## src/hw/rtl/ry420_pkg.sv

```systemverilog
package ry420_pkg;

	localparam int FRAC_BITS = 8;

	localparam int COEF_W = FRAC_BITS;
	localparam int PROD_W = FRAC_BITS + 8;
	localparam int ACC_W  = FRAC_BITS + 10;
	localparam int SUM_W  = 10;

	localparam logic [COEF_W-1:0] CY_R  = COEF_W'(((257 << FRAC_BITS) + 500) / 1000);
	localparam logic [COEF_W-1:0] CY_G  = COEF_W'(((504 << FRAC_BITS) + 500) / 1000);
	localparam logic [COEF_W-1:0] CY_B  = COEF_W'(((98 << FRAC_BITS) + 500) / 1000);
	localparam logic [COEF_W-1:0] CB_R  = COEF_W'(((148 << FRAC_BITS) + 500) / 1000);
	localparam logic [COEF_W-1:0] CB_G  = COEF_W'(((291 << FRAC_BITS) + 500) / 1000);
	localparam logic [COEF_W-1:0] CB_B  = COEF_W'(((439 << FRAC_BITS) + 500) / 1000);
	localparam logic [COEF_W-1:0] CR_R  = COEF_W'(((439 << FRAC_BITS) + 500) / 1000);
	localparam logic [COEF_W-1:0] CR_G  = COEF_W'(((368 << FRAC_BITS) + 500) / 1000);
	localparam logic [COEF_W-1:0] CR_B  = COEF_W'(((71 << FRAC_BITS) + 500) / 1000);

	localparam logic signed [ACC_W-1:0] Y_BIAS =
		ACC_W'((16 << FRAC_BITS) + (1 << (FRAC_BITS - 1)));
	localparam logic signed [ACC_W-1:0] C_BIAS =
		ACC_W'((128 << FRAC_BITS) + (1 << (FRAC_BITS - 1)));

	typedef enum logic [1:0] {
		CM_ZERO     = 2'd0,
		CM_TOP_LEFT = 2'd1,
		CM_AVERAGE  = 2'd2
	} chroma_mode_t;

	localparam chroma_mode_t CHROMA_MODE_RESET = CM_AVERAGE;

	typedef struct packed {
		logic [7:0] red_00;
		logic [7:0] green_00;
		logic [7:0] blue_00;
		logic [7:0] red_01;
		logic [7:0] green_01;
		logic [7:0] blue_01;
		logic [7:0] red_10;
		logic [7:0] green_10;
		logic [7:0] blue_10;
		logic [7:0] red_11;
		logic [7:0] green_11;
		logic [7:0] blue_11;
	} in_beat_t;

	typedef struct packed {
		logic [7:0] luma_00;
		logic [7:0] luma_01;
		logic [7:0] luma_10;
		logic [7:0] luma_11;
		logic [7:0] chroma_blue;
		logic [7:0] chroma_red;
	} out_beat_t;

	function automatic logic signed [ACC_W-1:0] ext_prod(input logic [PROD_W-1:0] p);
		ext_prod = $signed({{(ACC_W - PROD_W){1'b0}}, p});
	endfunction

	function automatic logic [7:0] finish(input logic signed [ACC_W-1:0] acc);
		logic signed [ACC_W-FRAC_BITS-1:0] whole;
		whole = acc[ACC_W-1:FRAC_BITS];
		if (acc < 0) begin
			finish = 8'd0;
		end else if (whole > 255) begin
			finish = 8'd255;
		end else begin
			finish = whole[7:0];
		end
	endfunction

endpackage

```

## src/hw/rtl/ry420_pixel.sv

```systemverilog
module ry420_pixel
	import ry420_pkg::*;
(
	input  logic       clk,
	input  logic [7:0] red,
	input  logic [7:0] green,
	input  logic [7:0] blue,
	output logic [7:0] luma,
	output logic [7:0] cb,
	output logic [7:0] cr
);

	logic [PROD_W-1:0] y_r_s1, y_g_s1, y_b_s1;
	logic [PROD_W-1:0] cb_r_s1, cb_g_s1, cb_b_s1;
	logic [PROD_W-1:0] cr_r_s1, cr_g_s1, cr_b_s1;
	logic [7:0]        luma_s2, cb_s2, cr_s2;
	logic signed [ACC_W-1:0] y_acc, cb_acc, cr_acc;

	always_ff @(posedge clk) begin
		y_r_s1  <= PROD_W'(red)   * CY_R;
		y_g_s1  <= PROD_W'(green) * CY_G;
		y_b_s1  <= PROD_W'(blue)  * CY_B;
		cb_r_s1 <= PROD_W'(red)   * CB_R;
		cb_g_s1 <= PROD_W'(green) * CB_G;
		cb_b_s1 <= PROD_W'(blue)  * CB_B;
		cr_r_s1 <= PROD_W'(red)   * CR_R;
		cr_g_s1 <= PROD_W'(green) * CR_G;
		cr_b_s1 <= PROD_W'(blue)  * CR_B;
	end

	always_comb begin
		y_acc  = Y_BIAS + ext_prod(y_r_s1) + ext_prod(y_g_s1) + ext_prod(y_b_s1);
		cb_acc = C_BIAS - ext_prod(cb_r_s1) - ext_prod(cb_g_s1) + ext_prod(cb_b_s1);
		cr_acc = C_BIAS + ext_prod(cr_r_s1) - ext_prod(cr_g_s1) - ext_prod(cr_b_s1);
	end

	always_ff @(posedge clk) begin
		luma_s2 <= finish(y_acc);
		cb_s2   <= finish(cb_acc);
		cr_s2   <= finish(cr_acc);
	end

	assign luma = luma_s2;
	assign cb   = cb_s2;
	assign cr   = cr_s2;

endmodule

```

## src/hw/rtl/rgb_to_ycbcr_420_block_core.sv

```systemverilog
// BT.601 studio-range RGB to YCbCr 4:2:0 converter for one 2x2 pixel block per
// beat. A block is taken on every clock edge with start high (busy is always
// low), and its four luma values and one Cb/Cr pair appear for one cycle with
// done high after these registered steps in order: the constant-coefficient
// multiplies, the per-pixel sums and rounding, and the chroma reduction.
// Results are never held back, so the sink must take every beat as it comes.
// The chroma mode register (reset: rounded average) is written by cfg_wr_en
// and cfg_wr_data and should be changed only while no block is in flight.
module rgb_to_ycbcr_420_block_core
	import ry420_pkg::*;
(
	input  logic       clk,
	input  logic       arst_n,
	input  logic       start,
	output logic       busy,
	input  in_beat_t   pixels,
	output logic       done,
	output out_beat_t  result,
	input  logic       cfg_wr_en,
	input  logic [1:0] cfg_wr_data
);

	chroma_mode_t chroma_mode_q;
	logic         valid_s1, valid_s2, valid_s3;
	logic [7:0]   luma [4];
	logic [7:0]   cb   [4];
	logic [7:0]   cr   [4];
	logic [SUM_W-1:0] cb_sum, cr_sum;
	logic [7:0]   cb_sel, cr_sel;
	out_beat_t    result_s3;

	assign busy = 1'b0;

	always_ff @(posedge clk or negedge arst_n) begin
		if (!arst_n) begin
			chroma_mode_q <= CHROMA_MODE_RESET;
		end else if (cfg_wr_en) begin
			chroma_mode_q <= chroma_mode_t'(cfg_wr_data);
		end
	end

	always_ff @(posedge clk or negedge arst_n) begin
		if (!arst_n) begin
			valid_s1 <= 1'b0;
			valid_s2 <= 1'b0;
			valid_s3 <= 1'b0;
		end else begin
			valid_s1 <= start && !busy;
			valid_s2 <= valid_s1;
			valid_s3 <= valid_s2;
		end
	end

	ry420_pixel u_px00 (
		.clk(clk), .red(pixels.red_00), .green(pixels.green_00), .blue(pixels.blue_00),
		.luma(luma[0]), .cb(cb[0]), .cr(cr[0])
	);
	ry420_pixel u_px01 (
		.clk(clk), .red(pixels.red_01), .green(pixels.green_01), .blue(pixels.blue_01),
		.luma(luma[1]), .cb(cb[1]), .cr(cr[1])
	);
	ry420_pixel u_px10 (
		.clk(clk), .red(pixels.red_10), .green(pixels.green_10), .blue(pixels.blue_10),
		.luma(luma[2]), .cb(cb[2]), .cr(cr[2])
	);
	ry420_pixel u_px11 (
		.clk(clk), .red(pixels.red_11), .green(pixels.green_11), .blue(pixels.blue_11),
		.luma(luma[3]), .cb(cb[3]), .cr(cr[3])
	);

	always_comb begin
		cb_sum = SUM_W'(cb[0]) + SUM_W'(cb[1]) + SUM_W'(cb[2]) + SUM_W'(cb[3]) + SUM_W'(2);
		cr_sum = SUM_W'(cr[0]) + SUM_W'(cr[1]) + SUM_W'(cr[2]) + SUM_W'(cr[3]) + SUM_W'(2);
		case (chroma_mode_q)
			CM_TOP_LEFT: begin
				cb_sel = cb[0];
				cr_sel = cr[0];
			end
			CM_AVERAGE: begin
				cb_sel = cb_sum[SUM_W-1:2];
				cr_sel = cr_sum[SUM_W-1:2];
			end
			default: begin
				cb_sel = 8'd0;
				cr_sel = 8'd0;
			end
		endcase
	end

	always_ff @(posedge clk) begin
		result_s3.luma_00     <= luma[0];
		result_s3.luma_01     <= luma[1];
		result_s3.luma_10     <= luma[2];
		result_s3.luma_11     <= luma[3];
		result_s3.chroma_blue <= cb_sel;
		result_s3.chroma_red  <= cr_sel;
	end

	assign done   = valid_s3;
	assign result = result_s3;

endmodule

```

## config.mk

```make
export PLATFORM = sky130hd
export DESIGN_NAME = rgb_to_ycbcr_420_block_core
export DESIGN_NICKNAME = d
export VERILOG_FILES = /design/src/hw/rtl/ry420_pkg.sv /design/src/hw/rtl/ry420_pixel.sv /design/src/hw/rtl/rgb_to_ycbcr_420_block_core.sv
export SDC_FILE = /design/constraint.sdc
export NUM_CORES = 2
export LEC_CHECK = 0
export BUFFER_PORTS_ARGS = -buffer_cell sky130_fd_sc_hd__clkbuf_2
export CAP_MARGIN = 15
export CORE_MARGIN = 4
export CORE_UTILIZATION = 54
export DETAILED_ROUTE_END_ITERATION = 16
export PLACE_DENSITY = 0.68
export SLEW_MARGIN = 15
export SYNTH_ARGS = -nofsm -noshare
export SYNTH_HDL_FRONTEND = slang
export SYNTH_SLANG_ARGS = --single-unit
```

## constraint.sdc

```tcl
create_clock -name clk -period 6.9 [get_ports clk]
set_input_delay 2.07 -clock clk [delete_from_list [all_inputs] [get_ports clk]]
set_output_delay 2.07 -clock clk [all_outputs]
set_load 0.005 [all_outputs]
```

==> impl_metrics.csv <==
group,metric,value,unit
outcome,status,"finished clean",
route,wirelength,87.1,mm
route,vias,27565,
route,wl_per_cell,16.1,µm
critical_path,critical_path_class,"in2reg",
timing,rsz0062_at_grt,"no",
placed_design,port_buffers,150,
logic_synthesis,ys_seq_area_share,27.6,%
route,detail-route-antenna-nets,0,
logic_synthesis,yosys.area.top_type,"dfxtp_1",
finish,multi_input_area,27400,µm²
finish,finalNonFillerCells,5410,
logic_synthesis,yosys_warnings,0,
placed_design,dp_slack,1.21,ns
finish,fillers,6465,
global_routing,met2_usage,35.5,%
placed_design,place_hpwl,71.5,mm
global_routing,use_met1,29.9,%
logic_synthesis,synth.avg_cell_area,10.2,µm²
finish,seqCellArea,11600,µm²
global_routing,gr-max-usage-layer,"met2",
clocking,clk_latency,0.61,ns
clocking,cts_root_buf,"clkbuf_16",
route,drc,0,
placed_design,dpl-instance-area,43900,µm²
critical_path,path_buf_inv,5,
critical_path,critPathSlowestCell,"fa_1",
floorplanning,initial_core_util,54.8,%
job,drv_cap,0,
logic_synthesis,synth_top_flop_cell,"dfxtp_1",
timing,post-route-min-period,5.12,ns
logic_synthesis,yosys.cell_types.count,71,
timing,drv_slew,0,
clocking,cts_hold_buf,0,
finish,drive_above_1_share,6.88,%
floorplanning,core_area,76500,µm²
timing,relSlewSlack,43.7,%
placed_design,dp_cells,5282,
floorplanning,fp.dieH,287,µm
timing,hold_viol,0,
global_routing,grt_use_total,21.8,%
global_routing,globalRouteOverflowTotal,0,
floorplanning,ios,152,
timing,period_share,74.2,%
placed_design,place.gp.congestion,0.876,
hold_path,hold_path.class,"reg2reg",
timing,setup_viol,0,
critical_path,endpoint_kind,"flip-flop",
critical_path,worst_ep_arrival_time,5.65,ns
logic_synthesis,synth_top_area_share,27.3,%
floorplanning,dieWidth,287,µm
critical_path,critPathMaxStageDelay,0.53,ns
critical_path,start_kind,"primary input",
logic_synthesis,async_flop_share,0.867,%
route,dr.pass1.iters,5,
timing,timing.fmax,0.195,GHz
power,peakVddDrop,0.341,mV
global_routing,antenna_found_initial,3,
timing,fin_tns_setup,0,ns
logic_synthesis,syn-num-nets,5355,
logic_synthesis,synth_enable_flop_cells,0,
power,p_leak,23.5,nW
floorplanning,row_count,101,
logic_synthesis,synthCells,4109,
critical_path,path_delay_family,"adder cells",
logic_synthesis,synth_seq_cells,577,
timing,worstMarginPinSlew,0.840,ns
route,drt_iter0_markers,1056,
critical_path,required,7.43,ns
finish,fin_area,46300,µm²
global_routing,grt_max_degree,15,
global_routing,grt_pass1_vias,28383,
clocking,path_clk_slew,0.06,ns
clocking,cts_setup_buffers,0,
timing,fin_skew,0.0262,ns
clocking,cts_tree,"built",
timing,fin_ws,1.78,ns
global_routing,grt_use_met3,2.85,%
clocking,ctsHtreeMaxLevel,3,
finish,syn_to_final_growth,10.6,%
critical_path,cp_max_fo,9,
clocking,cts.path.max_buffers,3,
clocking,cts_resized,0,
power,power.density,496,nW/µm²
floorplanning,dieArea,82100,µm²
clocking,cts_buffers,69,
finish,fin_nets,5569,
clocking,cts.sinks,577,
critical_path,crit_chain,"clkbuf_2, inv_1, fa_1, inv_1, ha_1, inv_1, fa_1, inv_1, ha_1, a21o_1, a21oi_1, o21bai_1, a21oi_1, o21ai_0, a21o_1, a21oi_1, xnor2_1",
logic_synthesis,ys_top_cells_by_area,"dfxtp_1 27%, ha_1 24%, fa_1 16%, inv_1 6.9%, xnor2_1 5.7%",
global_routing,grt_pass1_wl,144,mm
critical_path,critPathMostFrequentCell,"inv_1",
route,drt-vias-per-instance,5.10,
logic_synthesis,synth_area,41900,µm²
==> worst register-to-register path, delay by kind of cell, from the launching register on <==
family | cells | cell delay [ns]
fa+ha+maj | 3 | 0.98
compound gates | 7 | 1.81
flops | 1 | 0.39
buf+inv | 1 | 0.09
simple gates | 3 | 0.87
xor+xnor | 2 | 0.28
==> cells in the final DEF, fill, tap and decap left out, types with 11 or more instances in the layout <==
cell type	instances
ha_1	802
o21ai_0	91
xnor2_1	275
nand2_1	104
clkinv_2	12
o31ai_1	13
xor2_1	131
inv_1	769
clkbuf_2	150
o211ai_1	13
a211oi_1	11
fa_1	342
o21a_1	37
and3_1	27
or2_2	12
a21o_1	99
nand4_1	15
or3_1	18
o21bai_1	80
nor3_1	35
nand3_1	51
dfxtp_1	572
nand2b_1	17
a21oi_1	302
nor2_1	116
nor2b_1	39
clkbuf_16	72
==> final timing paths <==
path | from | endpoint | slack [ns] | depth (start not counted)
hold / removal | u_px00.luma[6]$_SDFF_PN0_ | result[46]$_DFF_P_ | 0.32 | 0
max in group asynchronous | arst_n | chroma_mode_q[1]$_DFFE_PN1P_ | 5.42 | 1
setup reg to reg | u_px10.y_r_s1[1]$_DFF_P_ | u_px10.cb[1]$_SDFF_PN0_ | 2.33 | 16
setup / recovery | pixels[85] | u_px00.cr_g_s1[14]$_DFF_P_ | 1.78 | 17
hold reg to reg | u_px00.luma[6]$_SDFF_PN0_ | result[46]$_DFF_P_ | 0.32 | 0
min in group asynchronous | arst_n | valid_s2$_DFF_PN0_ | 1.27 | 1
==> where the power goes <==
group	internal, mW	total (mW)	switching (mW)
registers	4.58	5.25	0.669
logic	6.45	13.9	7.49
clock network	2.32	3.81	1.49
total	13.3	23.0	9.65
==> state kept, by name, summed over array words and instances (netlist names), 14 cells and up <==
name,cells
result,48
u_px00.y_g_s1,16
u_px00.y_r_s1,14
u_px01.y_g_s1,16
u_px01.y_r_s1,14
u_px10.y_g_s1,16
u_px10.y_r_s1,14
u_px11.y_g_s1,16
==> cells in the mapped netlist, drive strengths merged (27+ instances only) <==
cell      n
inv     769
nor2b    39
a21o     99
o21bai   80
o21ai    93
nand2   104
nand3    51
and3     27
nor3     37
xor2    131
a21oi   308
dfxtp   572
fa      342
nor2    116
ha      802
o21a     38
xnor2   275
==> cell families (layout without fill, tap and decap cells) <==
kind of cell	count (synthesis)	after routing	share of synthesized area (%)
flops	577	577	27.6
simple gates	462	462	5.42
buf+inv	776	1045	6.96
other cells	1	3	0.00895
compound gates	742	742	11.2
xor+xnor	406	406	8.48
fa+ha+maj	1144	1144	40.3
mux	1	1	0.0269
==> layer usage <==
layer  vias up  part of all wire, %
met5         -                    0
met4         0                  3.8
met1     13044                   48
li1      14000                    -
met3       168                  3.0
met2       353                   45
==> area by class of cell <==
cell class                 instances  share of cell area, %
multi-input combinational       2756                   59.2
sequential                       577                   25.0
inverter                         769                   6.23
clock buffer                      89                   4.22
tap                             1030                   2.78
timing repair buffer             150                   1.62
clock inverter                    37                  0.985
antenna                            2                 0.0108
==> stage by stage <==
step           hold WS (ns)  utilization (%)  power [mW]
4_1_cts               0.325             60.6        23.2
5_1_grt               0.328             60.6        25.3
3_5_place_dp          0.312             57.5        19.2
3_3_place_gp          0.310             57.5        19.0
2_1_floorplan         0.310                -        16.0
6_report              0.325             60.6        23.0
Note: power is estimated with default switching activity, not from simulation.
